**src/hw/rtl/rwp_pkg.sv**
```systemverilog
// ----------------------------------------------------------------------------
// rwp_pkg
// Shared types and constants for the RIFF/WAVE float stream parser: chunk
// tags, fmt chunk expectations, result kinds, error codes and result record.
// ----------------------------------------------------------------------------
package rwp_pkg;

	// Four-byte tags as assembled little-endian
	localparam logic [31:0] TAG_RIFF = 32'h4646_4952;
	localparam logic [31:0] TAG_WAVE = 32'h4556_4157;
	localparam logic [31:0] TAG_LIST = 32'h5453_494C;
	localparam logic [31:0] TAG_ID3  = 32'h2033_6469;
	localparam logic [31:0] TAG_FMT  = 32'h2074_6D66;
	localparam logic [31:0] TAG_FACT = 32'h7463_6166;
	localparam logic [31:0] TAG_PEAK = 32'h4B41_4550;
	localparam logic [31:0] TAG_DATA = 32'h6174_6164;

	// fmt chunk expectations
	localparam logic [31:0] FMT_CHUNK_LEN   = 32'd16;
	localparam logic [15:0] FMT_IEEE_FLOAT  = 16'd3;
	localparam logic [15:0] FMT_MONO        = 16'd1;
	localparam logic [15:0] FMT_BLOCK_ALIGN = 16'd4;
	localparam logic [15:0] FMT_SAMPLE_BITS = 16'd32;

	// Byte counts of the framing
	localparam logic [31:0] WAVE_TAG_LEN  = 32'd4;
	localparam logic [31:0] CHUNK_HDR_LEN = 32'd8;

	typedef enum logic [1:0] {
		RK_SAMPLE = 2'd0,
		RK_DONE   = 2'd1,
		RK_ERROR  = 2'd2
	} res_kind_t;

	typedef enum logic [4:0] {
		ERR_NONE       = 5'd0,
		ERR_MAGIC      = 5'd1,
		ERR_NOT_WAVE   = 5'd2,
		ERR_OVERRUN    = 5'd3,
		ERR_DUP_FMT    = 5'd4,
		ERR_FMT_SIZE   = 5'd5,
		ERR_FORMAT     = 5'd6,
		ERR_CHANNELS   = 5'd7,
		ERR_RATE_ZERO  = 5'd8,
		ERR_BYTE_RATE  = 5'd9,
		ERR_ALIGN      = 5'd10,
		ERR_BITS       = 5'd11,
		ERR_DUP_DATA   = 5'd12,
		ERR_EMPTY_DATA = 5'd13,
		ERR_PARTIAL    = 5'd14,
		ERR_UNKNOWN_ID = 5'd15,
		ERR_NO_FMT     = 5'd16,
		ERR_NO_DATA    = 5'd17,
		ERR_TRUNCATED  = 5'd18
	} err_code_t;

	typedef struct packed {
		logic [1:0]  kind;
		logic [31:0] sample_bits;
		logic [31:0] rate_hz;
		logic [4:0]  error_code;
	} rwp_result_t;

endpackage

```
**src/hw/rtl/rwp_in_if.sv**
```systemverilog
// ----------------------------------------------------------------------------
// rwp_in_if
// Byte request channel: one file byte plus an end-of-stream mark.
// ----------------------------------------------------------------------------
interface rwp_in_if;
	logic       valid;
	logic       ready;
	logic [7:0] data_byte;
	logic       end_of_stream;

	modport source (output valid, output data_byte, output end_of_stream, input ready);
	modport sink   (input valid, input data_byte, input end_of_stream, output ready);
endinterface

```
**src/hw/rtl/rwp_out_if.sv**
```systemverilog
// ----------------------------------------------------------------------------
// rwp_out_if
// Result request channel: sample word, completion with rate, or error.
// ----------------------------------------------------------------------------
interface rwp_out_if;
	logic        valid;
	logic        ready;
	logic [1:0]  kind;
	logic [31:0] sample_bits;
	logic [31:0] rate_hz;
	logic [4:0]  error_code;

	modport source (output valid, output kind, output sample_bits, output rate_hz,
		output error_code, input ready);
	modport sink   (input valid, input kind, input sample_bits, input rate_hz,
		input error_code, output ready);
endinterface

```
**src/hw/rtl/rwp_parse_core.sv**
```systemverilog
// ----------------------------------------------------------------------------
// rwp_parse_core
// Parse state and combinational next-state logic. The result for the byte on
// the inputs is presented combinationally; state advances when step is high.
// ----------------------------------------------------------------------------
module rwp_parse_core import rwp_pkg::*; (
	input  logic        clk,
	input  logic        arst_n,
	input  logic        step,
	input  logic [7:0]  data_byte,
	input  logic        end_of_stream,
	output logic        res_valid,
	output rwp_result_t res
);

	typedef enum logic [3:0] {
		PH_MAGIC, PH_RSIZE, PH_WAVE, PH_CHID, PH_CHSIZE, PH_SKIP,
		PH_FMT, PH_DATA, PH_PENDING, PH_DONE, PH_FAIL
	} phase_t;

	typedef enum logic [1:0] {
		SK_SKIP, SK_FMT, SK_DATA, SK_OTHER
	} sub_kind_t;

	phase_t      phase_q, phase_n;
	sub_kind_t   kind_q, kind_n;
	logic [3:0]  cnt_q, cnt_n;
	logic [31:0] outer_q, outer_n;
	logic [31:0] sublen_q, sublen_n;
	logic [31:0] shift_q, shift_n;
	logic [31:0] rate_q, rate_n;
	logic        data_seen_q, data_seen_n;

	logic        fail;
	err_code_t   fcode;
	logic        emit_sample;
	logic        emit_done;
	logic        do_bnd;

	always_comb begin
		phase_n     = phase_q;
		kind_n      = kind_q;
		cnt_n       = cnt_q;
		outer_n     = outer_q;
		sublen_n    = sublen_q;
		shift_n     = shift_q;
		rate_n      = rate_q;
		data_seen_n = data_seen_q;
		fail        = 1'b0;
		fcode       = ERR_NONE;
		emit_sample = 1'b0;
		emit_done   = 1'b0;
		do_bnd      = 1'b0;

		case (phase_q)
			PH_FAIL, PH_DONE: begin
			end
			PH_PENDING: begin
				do_bnd = 1'b1;
			end
			default: begin
				shift_n = {data_byte, shift_q[31:8]};
				cnt_n   = cnt_q + 4'd1;
				case (phase_q)
					PH_MAGIC: begin
						if (cnt_q == 4'd3) begin
							if (shift_n != TAG_RIFF) begin
								fail  = 1'b1;
								fcode = ERR_MAGIC;
							end else begin
								phase_n = PH_RSIZE;
								cnt_n   = '0;
							end
						end
					end
					PH_RSIZE: begin
						if (cnt_q == 4'd3) begin
							if (shift_n < WAVE_TAG_LEN) begin
								fail  = 1'b1;
								fcode = ERR_OVERRUN;
							end else begin
								outer_n = shift_n - WAVE_TAG_LEN;
								phase_n = PH_WAVE;
								cnt_n   = '0;
							end
						end
					end
					PH_WAVE: begin
						if (cnt_q == 4'd3) begin
							if (shift_n != TAG_WAVE) begin
								fail  = 1'b1;
								fcode = ERR_NOT_WAVE;
							end else begin
								do_bnd = 1'b1;
							end
						end
					end
					PH_CHID: begin
						if (cnt_q == 4'd3) begin
							if (shift_n == TAG_LIST || shift_n == TAG_ID3 ||
								shift_n == TAG_FACT || shift_n == TAG_PEAK) begin
								kind_n = SK_SKIP;
							end else if (shift_n == TAG_FMT) begin
								kind_n = SK_FMT;
							end else if (shift_n == TAG_DATA) begin
								kind_n = SK_DATA;
							end else begin
								kind_n = SK_OTHER;
							end
							phase_n = PH_CHSIZE;
							cnt_n   = '0;
						end
					end
					PH_CHSIZE: begin
						if (cnt_q == 4'd3) begin
							if (shift_n > outer_q) begin
								fail  = 1'b1;
								fcode = ERR_OVERRUN;
							end else begin
								outer_n = outer_q - shift_n;
								cnt_n   = '0;
								case (kind_q)
									SK_SKIP: begin
										sublen_n = shift_n;
										if (shift_n == '0) begin
											do_bnd = 1'b1;
										end else begin
											phase_n = PH_SKIP;
										end
									end
									SK_FMT: begin
										if (rate_q != '0) begin
											fail  = 1'b1;
											fcode = ERR_DUP_FMT;
										end else if (shift_n != FMT_CHUNK_LEN) begin
											fail  = 1'b1;
											fcode = ERR_FMT_SIZE;
										end else begin
											phase_n = PH_FMT;
										end
									end
									SK_DATA: begin
										if (data_seen_q) begin
											fail  = 1'b1;
											fcode = ERR_DUP_DATA;
										end else if (shift_n == '0) begin
											fail  = 1'b1;
											fcode = ERR_EMPTY_DATA;
										end else if (shift_n[1:0] != 2'd0) begin
											fail  = 1'b1;
											fcode = ERR_PARTIAL;
										end else begin
											data_seen_n = 1'b1;
											sublen_n    = shift_n;
											phase_n     = PH_DATA;
										end
									end
									default: begin
										fail  = 1'b1;
										fcode = ERR_UNKNOWN_ID;
									end
								endcase
							end
						end
					end
					PH_SKIP: begin
						sublen_n = sublen_q - 32'd1;
						if (sublen_q == 32'd1) begin
							do_bnd = 1'b1;
						end
					end
					PH_FMT: begin
						// cnt_q is the byte index within the 16-byte fmt body
						case (cnt_q)
							4'd1: begin
								if (shift_n[31:16] != FMT_IEEE_FLOAT) begin
									fail  = 1'b1;
									fcode = ERR_FORMAT;
								end
							end
							4'd3: begin
								if (shift_n[31:16] != FMT_MONO) begin
									fail  = 1'b1;
									fcode = ERR_CHANNELS;
								end
							end
							4'd7: begin
								if (shift_n == '0) begin
									fail  = 1'b1;
									fcode = ERR_RATE_ZERO;
								end else begin
									rate_n = shift_n;
								end
							end
							4'd11: begin
								if (shift_n != {rate_q[29:0], 2'b00}) begin
									fail  = 1'b1;
									fcode = ERR_BYTE_RATE;
								end
							end
							4'd13: begin
								if (shift_n[31:16] != FMT_BLOCK_ALIGN) begin
									fail  = 1'b1;
									fcode = ERR_ALIGN;
								end
							end
							4'd15: begin
								if (shift_n[31:16] != FMT_SAMPLE_BITS) begin
									fail  = 1'b1;
									fcode = ERR_BITS;
								end else begin
									do_bnd = 1'b1;
								end
							end
							default: begin
							end
						endcase
					end
					PH_DATA: begin
						sublen_n = sublen_q - 32'd1;
						if (cnt_q == 4'd3) begin
							cnt_n       = '0;
							emit_sample = 1'b1;
							if (sublen_q == 32'd1) begin
								// hold the verdict one request when no further chunk header fits
								if (outer_q < CHUNK_HDR_LEN) begin
									phase_n = PH_PENDING;
								end else begin
									do_bnd = 1'b1;
								end
							end
						end
					end
					default: begin
						fail  = 1'b1;
						fcode = ERR_TRUNCATED;
					end
				endcase
			end
		endcase

		// Chunk boundary: finish or fail the file, or take the next header off the count
		if (do_bnd) begin
			if (outer_q == '0) begin
				if (rate_q == '0) begin
					fail  = 1'b1;
					fcode = ERR_NO_FMT;
				end else if (!data_seen_q) begin
					fail  = 1'b1;
					fcode = ERR_NO_DATA;
				end else begin
					phase_n   = PH_DONE;
					emit_done = 1'b1;
				end
			end else if (outer_q < CHUNK_HDR_LEN) begin
				fail  = 1'b1;
				fcode = ERR_OVERRUN;
			end else begin
				outer_n = outer_q - CHUNK_HDR_LEN;
				phase_n = PH_CHID;
				cnt_n   = '0;
			end
		end

		// Early end mark on a byte that leaves the file unfinished
		if (end_of_stream && !fail && phase_q != PH_PENDING && phase_q != PH_DONE &&
			phase_q != PH_FAIL && phase_n != PH_PENDING && phase_n != PH_DONE) begin
			fail  = 1'b1;
			fcode = ERR_TRUNCATED;
		end

		if (fail) begin
			phase_n = PH_FAIL;
		end
	end

	always_comb begin
		res       = '0;
		res_valid = fail || emit_done || emit_sample;
		if (fail) begin
			res.kind       = RK_ERROR;
			res.error_code = fcode;
		end else if (emit_done) begin
			res.kind    = RK_DONE;
			res.rate_hz = rate_q;
		end else begin
			res.kind        = RK_SAMPLE;
			res.sample_bits = emit_sample ? shift_n : '0;
		end
	end

	always_ff @(posedge clk or negedge arst_n) begin
		if (!arst_n) begin
			phase_q     <= PH_MAGIC;
			kind_q      <= SK_SKIP;
			cnt_q       <= '0;
			outer_q     <= '0;
			sublen_q    <= '0;
			shift_q     <= '0;
			rate_q      <= '0;
			data_seen_q <= 1'b0;
		end else if (step) begin
			phase_q     <= phase_n;
			kind_q      <= kind_n;
			cnt_q       <= cnt_n;
			outer_q     <= outer_n;
			sublen_q    <= sublen_n;
			shift_q     <= shift_n;
			rate_q      <= rate_n;
			data_seen_q <= data_seen_n;
		end
	end

`ifndef NO_ASSERTIONS
	a_fail_sticky: assert property (@(posedge clk) disable iff (!arst_n)
		phase_q == PH_FAIL |=> phase_q == PH_FAIL)
		else $error("parse phase left the failed state");

	a_done_sticky: assert property (@(posedge clk) disable iff (!arst_n)
		phase_q == PH_DONE |=> phase_q == PH_DONE)
		else $error("parse phase left the complete state");

	a_silent_when_finished: assert property (@(posedge clk) disable iff (!arst_n)
		(phase_q == PH_DONE || phase_q == PH_FAIL) |-> !res_valid)
		else $error("result produced after the file finished");

	a_error_enters_fail: assert property (@(posedge clk) disable iff (!arst_n)
		step && res_valid && res.kind == RK_ERROR |=> phase_q == PH_FAIL)
		else $error("error result without entering the failed state");
`endif

endmodule

```
**src/hw/rtl/riff_wav_float_stream_parser_unit.sv**
```systemverilog
// ----------------------------------------------------------------------------
// riff_wav_float_stream_parser_unit
// Byte-serial RIFF/WAVE parser for mono 32-bit IEEE float audio.
// ----------------------------------------------------------------------------
// Usage:
//   bytes   : one file byte per request, with end_of_stream on the last byte
//             the source has.
//   results : a sample word (kind 0) for every four bytes of the data chunk,
//             then one completion (kind 1, rate_hz) or one error (kind 2,
//             error_code). Samples already given out are void if an error
//             follows. After completion or an error, further bytes are taken
//             and dropped until reset.
// Timing: a byte is registered at the input, parsed by the combinational
//   next-state logic of the parse state, and its result lands in the output
//   register, where it is held until taken. One byte is taken every cycle
//   while no result waits on a stalled output register; the limit is the
//   update of the parse state.
//   When the data chunk ends the file, the verdict takes one extra byte slot.
// Stall: a byte that yields no result keeps flowing while results is stalled;
//   a byte that yields a result waits in the input register until the output
//   register frees up, and bytes then backs up.
// Reset: arst_n clears the parser to expect the RIFF magic; no results pend.
// ----------------------------------------------------------------------------
module riff_wav_float_stream_parser_unit import rwp_pkg::*; (
	input logic       clk,
	input logic       arst_n,
	rwp_in_if.sink    bytes,
	rwp_out_if.source results
);

	logic        valid_s1;
	logic [7:0]  byte_s1;
	logic        eos_s1;

	logic        res_valid;
	rwp_result_t res;
	logic        advance;

	logic        out_valid_q;
	rwp_result_t out_res_q;

	assign advance     = valid_s1 && (!res_valid || !out_valid_q || results.ready);
	assign bytes.ready = !valid_s1 || advance;

	always_ff @(posedge clk or negedge arst_n) begin
		if (!arst_n) begin
			valid_s1 <= 1'b0;
		end else if (bytes.ready) begin
			valid_s1 <= bytes.valid;
		end
	end

	always_ff @(posedge clk) begin
		if (bytes.ready && bytes.valid) begin
			byte_s1 <= bytes.data_byte;
			eos_s1  <= bytes.end_of_stream;
		end
	end

	rwp_parse_core u_core (
		.clk           (clk),
		.arst_n        (arst_n),
		.step          (advance),
		.data_byte     (byte_s1),
		.end_of_stream (eos_s1),
		.res_valid     (res_valid),
		.res           (res)
	);

	always_ff @(posedge clk or negedge arst_n) begin
		if (!arst_n) begin
			out_valid_q <= 1'b0;
		end else if (advance && res_valid) begin
			out_valid_q <= 1'b1;
		end else if (results.ready) begin
			out_valid_q <= 1'b0;
		end
	end

	always_ff @(posedge clk) begin
		if (advance && res_valid) begin
			out_res_q <= res;
		end
	end

	assign results.valid       = out_valid_q;
	assign results.kind        = out_res_q.kind;
	assign results.sample_bits = out_res_q.sample_bits;
	assign results.rate_hz     = out_res_q.rate_hz;
	assign results.error_code  = out_res_q.error_code;

`ifndef NO_ASSERTIONS
	a_hold_stalled_byte: assert property (@(posedge clk) disable iff (!arst_n)
		valid_s1 && !advance |=> valid_s1 && $stable(byte_s1) && $stable(eos_s1))
		else $error("stalled byte lost from the input register");

	a_no_overwrite: assert property (@(posedge clk) disable iff (!arst_n)
		advance && res_valid |-> !out_valid_q || results.ready)
		else $error("result register overwritten while occupied");

	a_sample_clean: assert property (@(posedge clk) disable iff (!arst_n)
		results.valid && results.kind == RK_SAMPLE |->
			results.rate_hz == '0 && results.error_code == ERR_NONE)
		else $error("sample result carries rate or error bits");

	a_error_coded: assert property (@(posedge clk) disable iff (!arst_n)
		results.valid && results.kind == RK_ERROR |->
			results.error_code != ERR_NONE && results.sample_bits == '0)
		else $error("error result without an error code");
`endif

endmodule

```
**src/flat_wrapper.sv**
```systemverilog
// flat-port wrapper written by rule: the top's interface ports become plain ports
module riff_wav_float_stream_parser_unit_flat import rwp_pkg::*;
  (clk, arst_n, bytes_valid, bytes_data_byte, bytes_end_of_stream, bytes_ready, results_valid, results_kind, results_sample_bits, results_rate_hz, results_error_code, results_ready);
  rwp_in_if bytes_i ();
  rwp_out_if results_i ();
  input logic clk;
  input logic arst_n;
  input wire logic [$bits(bytes_i.valid)-1:0] bytes_valid;
  input wire logic [$bits(bytes_i.data_byte)-1:0] bytes_data_byte;
  input wire logic [$bits(bytes_i.end_of_stream)-1:0] bytes_end_of_stream;
  output wire logic [$bits(bytes_i.ready)-1:0] bytes_ready;
  output wire logic [$bits(results_i.valid)-1:0] results_valid;
  output wire logic [$bits(results_i.kind)-1:0] results_kind;
  output wire logic [$bits(results_i.sample_bits)-1:0] results_sample_bits;
  output wire logic [$bits(results_i.rate_hz)-1:0] results_rate_hz;
  output wire logic [$bits(results_i.error_code)-1:0] results_error_code;
  input wire logic [$bits(results_i.ready)-1:0] results_ready;
  assign bytes_i.valid = bytes_valid;
  assign bytes_i.data_byte = bytes_data_byte;
  assign bytes_i.end_of_stream = bytes_end_of_stream;
  assign bytes_ready = bytes_i.ready;
  assign results_valid = results_i.valid;
  assign results_kind = results_i.kind;
  assign results_sample_bits = results_i.sample_bits;
  assign results_rate_hz = results_i.rate_hz;
  assign results_error_code = results_i.error_code;
  assign results_i.ready = results_ready;
  riff_wav_float_stream_parser_unit u_core (.clk(clk), .arst_n(arst_n), .bytes(bytes_i), .results(results_i));
endmodule
```
**config.mk**
```make
export PLATFORM = sky130hd
export DESIGN_NAME = riff_wav_float_stream_parser_unit_flat
export DESIGN_NICKNAME = d
export VERILOG_FILES = /design/src/hw/rtl/rwp_pkg.sv /design/src/hw/rtl/rwp_in_if.sv /design/src/hw/rtl/rwp_out_if.sv /design/src/hw/rtl/rwp_parse_core.sv /design/src/hw/rtl/riff_wav_float_stream_parser_unit.sv /design/src/flat_wrapper.sv
export SDC_FILE = /design/constraint.sdc
export NUM_CORES = 1
export LEC_CHECK = 0
export BUFFER_PORTS_ARGS = -buffer_cell sky130_fd_sc_hd__buf_4
export CAP_MARGIN = 20
export CORE_ASPECT_RATIO = 0.5
export CORE_MARGIN = 5
export CORE_UTILIZATION = 59
export CTS_CLUSTER_SIZE = 25
export DETAILED_ROUTE_END_ITERATION = 7
export PLACE_DENSITY_LB_ADDON = 0.3
export SLEW_MARGIN = 20
export SYNTH_ARGS = -nofsm -noshare
export SYNTH_HDL_FRONTEND = slang
export SYNTH_SLANG_ARGS = --single-unit
```
**constraint.sdc**
```tcl
create_clock -name clk -period 8.35 [get_ports clk]
set_input_delay 1.67 -clock clk [delete_from_list [all_inputs] [get_ports clk]]
set_output_delay 1.67 -clock clk [all_outputs]
set_load 0.02 [all_outputs]
```
==> results_dict.tcl <==
set metrics [dict create \
    fmax_mhz 144.6 \
    grt_max_degree 79 \
    final_nets 1721 \
    die-area_um2 27880 \
    postRouteWirelength_um 50350 \
    crit_path_top_delay_cell "dfrtp_1" \
    drt-pass1-iter-count 8 \
    via_per_inst 7.032 \
    port_buffers 85 \
    peakVddDrop_uv 265.9 \
    grt_pass1_vias 12900 \
    finClkSkew_ns 0.02067 \
    synth_seq_cells 221 \
    antennaDiodeCount 0 \
    status "finished clean" \
    synth_area_leaders "dfrtp_1 (24%), edfxtp_1 (17%), a21oi_1 (4.6%)" \
    hold_path_class "flip-flop to flip-flop" \
    avgSynthCellArea_um2 8.772 \
    path_max_fanout 13 \
    synth_ff_type "dfrtp_1" \
    cts-resized-gates 0 \
    hold_violations 0 \
    vias 14040 \
    yosysUniqueCellTypes 84 \
    area_growth_pct 10.54 \
    clockRootBuffer "clkbuf_16" \
    synth_top_area_share_pct 24.45 \
    synthCells 1645 \
    yosysTopAreaCell "dfrtp_1" \
    path_cells "inv_1, ha_1, and4_1, and4_1, and3_1, a2111o_1, a21oi_1, a21oi_1, o31ai_1, a21o_1, nand3_1, nand4b_1, buf_4" \
    fin_crit_sh_pct 82.82 \
    end_kind "output pin" \
    grt_overflow 0 \
    clk_pin_slew_worst_paths_ns 0.07 \
    clock-sinks 221 \
    synth_common_cells "nand2_1 (175), dfrtp_1 (141), a21oi_1 (133)" \
    cts_made_buffers 22 \
    p_leak_uw 0.006568 \
    relSlewSlack_pct 29.88 \
    fp.dieW_um 231.2 \
    ys_seq_area_share_pct 41.10 \
    postCtsHoldBufs 0 \
    cts_tree "yes" \
    cts_setup_buffers 0 \
    routabilityCongestion 1.058 \
    startpoint_type "flip-flop" \
    grt_pass1_wl_um 77110 \
    worst_slew_pin_slew_ns 1.037 \
    dr.first_iter.drc_count 2479 \
    fin_util_pct 66.40 \
    maxCapViolCount 0 \
    synth_area_um2 14430 \
    dp_hpwl_um 36000 \
    clockBufferDepth 3 \
    rsz0062_at_grt "no" \
    power_per_cell_area_nw_per_um2 349.8 \
    ant_nets 0 \
    setup_viol 0 \
    route.detailed.drc 0 \
    grtUsageTotal_pct 35.47 \
    rows 40 \
    initial_core_util_pct 60.07 \
    synth_edf_count 80 \
    clk_latency_ns 0.54 \
    fin_crit_ns 6.915 \
    fill_cells 1987 \
    wl_per_cell_um 25.22 \
    cp_slowest_stage_delay_ns 0.74 \
    yosysMostFrequentCell "nand2_1" \
    antenna_found_initial 1 \
    dieHeight_um 120.6 \
    yosys_warnings 0 \
    critical_path_class "flip-flop to output pin" \
    cp_data_arrival_time_ns 5.25 \
    core_area_um2 24020 \
    layout-drive-gt1-share_pct 10.47 \
    async_flop_share_pct 63.80 \
    syn_nets 1701 \
    setup_tns_ns 0 \
    htreeDepth 1 \
    io_pins 86 \
    drv_slew 0 \
    required_ns 6.68 \
]
-- power breakdown --
group / switching, µW / total, µW / internal (µW)
Sequential: 420 / 1810 / 1390
Combinational: 1770 / 2780 / 1000
Clock: 445 / 990 / 546
Total: 2640 / 5580 / 2940
-- per-layer routing --
| layer | vias to the layer above | GRT usage (%) | routed length, µm |
|---|---|---|---|
| met5 | - | 0 | 0 |
| met4 | 0 | 7.381 | 1078 |
| met3 | 124 | 8.212 | 6748 |
| met2 | 1001 | 50.85 | 20890 |
| met1 | 6779 | 54.94 | 21630 |
| li1 | 6131 | - | - |
-- kinds of logic (layout without fill, tap and decap cells) --
family / Yosys count / after routing / synth area share [%]
buf+inv: 172 / 208 / 4.856
fa+ha+maj: 43 / 43 / 3.780
flops: 221 / 221 / 41.10
xor+xnor: 85 / 85 / 5.159
compound gates: 481 / 481 / 21.16
simple gates: 607 / 607 / 21.14
mux: 36 / 36 / 2.809
-- registers in the layout (all words and copies together) (netlist names) --
| register | flops |
|---|---|
| u_core.byte_s1 | 8 |
| u_core.eos_s1 | 1 |
| u_core.results.error_code | 5 |
| u_core.results.kind | 2 |
| u_core.results.rate_hz | 32 |
| u_core.results.sample_bits | 32 |
| u_core.results.valid | 1 |
| u_core.u_core.cnt_q | 4 |
| u_core.u_core.data_seen_q | 1 |
| u_core.u_core.kind_q | 2 |
| u_core.u_core.outer_q | 32 |
| u_core.u_core.phase_q | 4 |
| u_core.u_core.rate_q | 32 |
| u_core.u_core.shift_q | 32 |
| u_core.u_core.sublen_q | 32 |
| u_core.valid_s1 | 1 |
-- stage by stage --
step                total power, µW  std cells  setup slack [ns]  instance area (µm²)  hold WS, ns
floorplan                      3597       1645            0.7841                14430       0.4554
CTS                            5481       1995             1.551                15940       0.4896
detailed placement             4482       1955             2.134                15230       0.4750
global placement               4419       1955             2.259                15230       0.4716
global route                   5870       1996             1.165                15950       0.5144
finish                         5580       1996             1.435                15950       0.4844
-- area by class of cell --
type	instances	area (µm²)	share of cell area (%)
multi-input combinational	1252	7870	49.34
sequential	221	5931	37.18
timing repair buffer	109	829.5	5.200
clock buffer	27	600.6	3.765
tap	315	394.1	2.471
inverter	59	221.5	1.388
clock inverter	13	105.1	0.6589
-- cell usage in the layout, fill, tap and decap left out, types with 12 or more instances in the layout --
cell       netlist  final
edfxtp_1        80     80
a22oi_1         15     15
dfrtp_1        141    141
mux2_1          35     35
a21o_1          26     26
buf_4            1    106
a21oi_1        133    128
xor2_1          15     15
nor2b_1         14     14
o22ai_1         13     13
o21ai_1         96     96
inv_1           57     57
a31oi_1         23     22
and2_1          13     12
nor4_1          42     42
or3_1           12     12
nand4_1         36     36
nand3_1         40     40
and3_1          42     42
nand2b_1        13     13
nor2_1         125    125
nand2_1        175    174
a222oi_1        14     14
ha_1            42     42
clkbuf_16        0     23
nor3_1          53     53
o21ai_0         44     44
xnor2_1         70     70
-- worst max-delay path, delay by kind of cell, from the launching register on --
family,cells,cell delay (ns)
AND/OR/NAND/NOR,5,1.05
buffers and inverters,2,0.48
AO/OA/AOI/OAI,5,1.99
flip-flops,1,0.74
adder cells (fa/ha/maj),1,0.44
-- final timing paths --
check                                                 startpoint                                      to  slack (ns)  cells after the start
max                        u_core.u_core.shift_q[19]$_DFFE_PN0P_                             bytes_ready        1.43                     13
min                         u_core.u_core.shift_q[7]$_DFFE_PN0P_    u_core.u_core.shift_q[7]$_DFFE_PN0P_        0.48                      2
max reg2reg                u_core.u_core.shift_q[19]$_DFFE_PN0P_     u_core.u_core.rate_q[4]$_DFFE_PN0P_        2.52                     15
min reg2reg                 u_core.u_core.shift_q[7]$_DFFE_PN0P_    u_core.u_core.shift_q[7]$_DFFE_PN0P_        0.48                      2
max in group asynchronous                                 arst_n  u_core.u_core.sublen_q[13]$_DFFE_PN0P_        6.00                      2
min in group asynchronous                                 arst_n    u_core.u_core.outer_q[7]$_DFFE_PN0P_        1.14                      1
No activity file was read; power rests on OpenSTA's default activity.
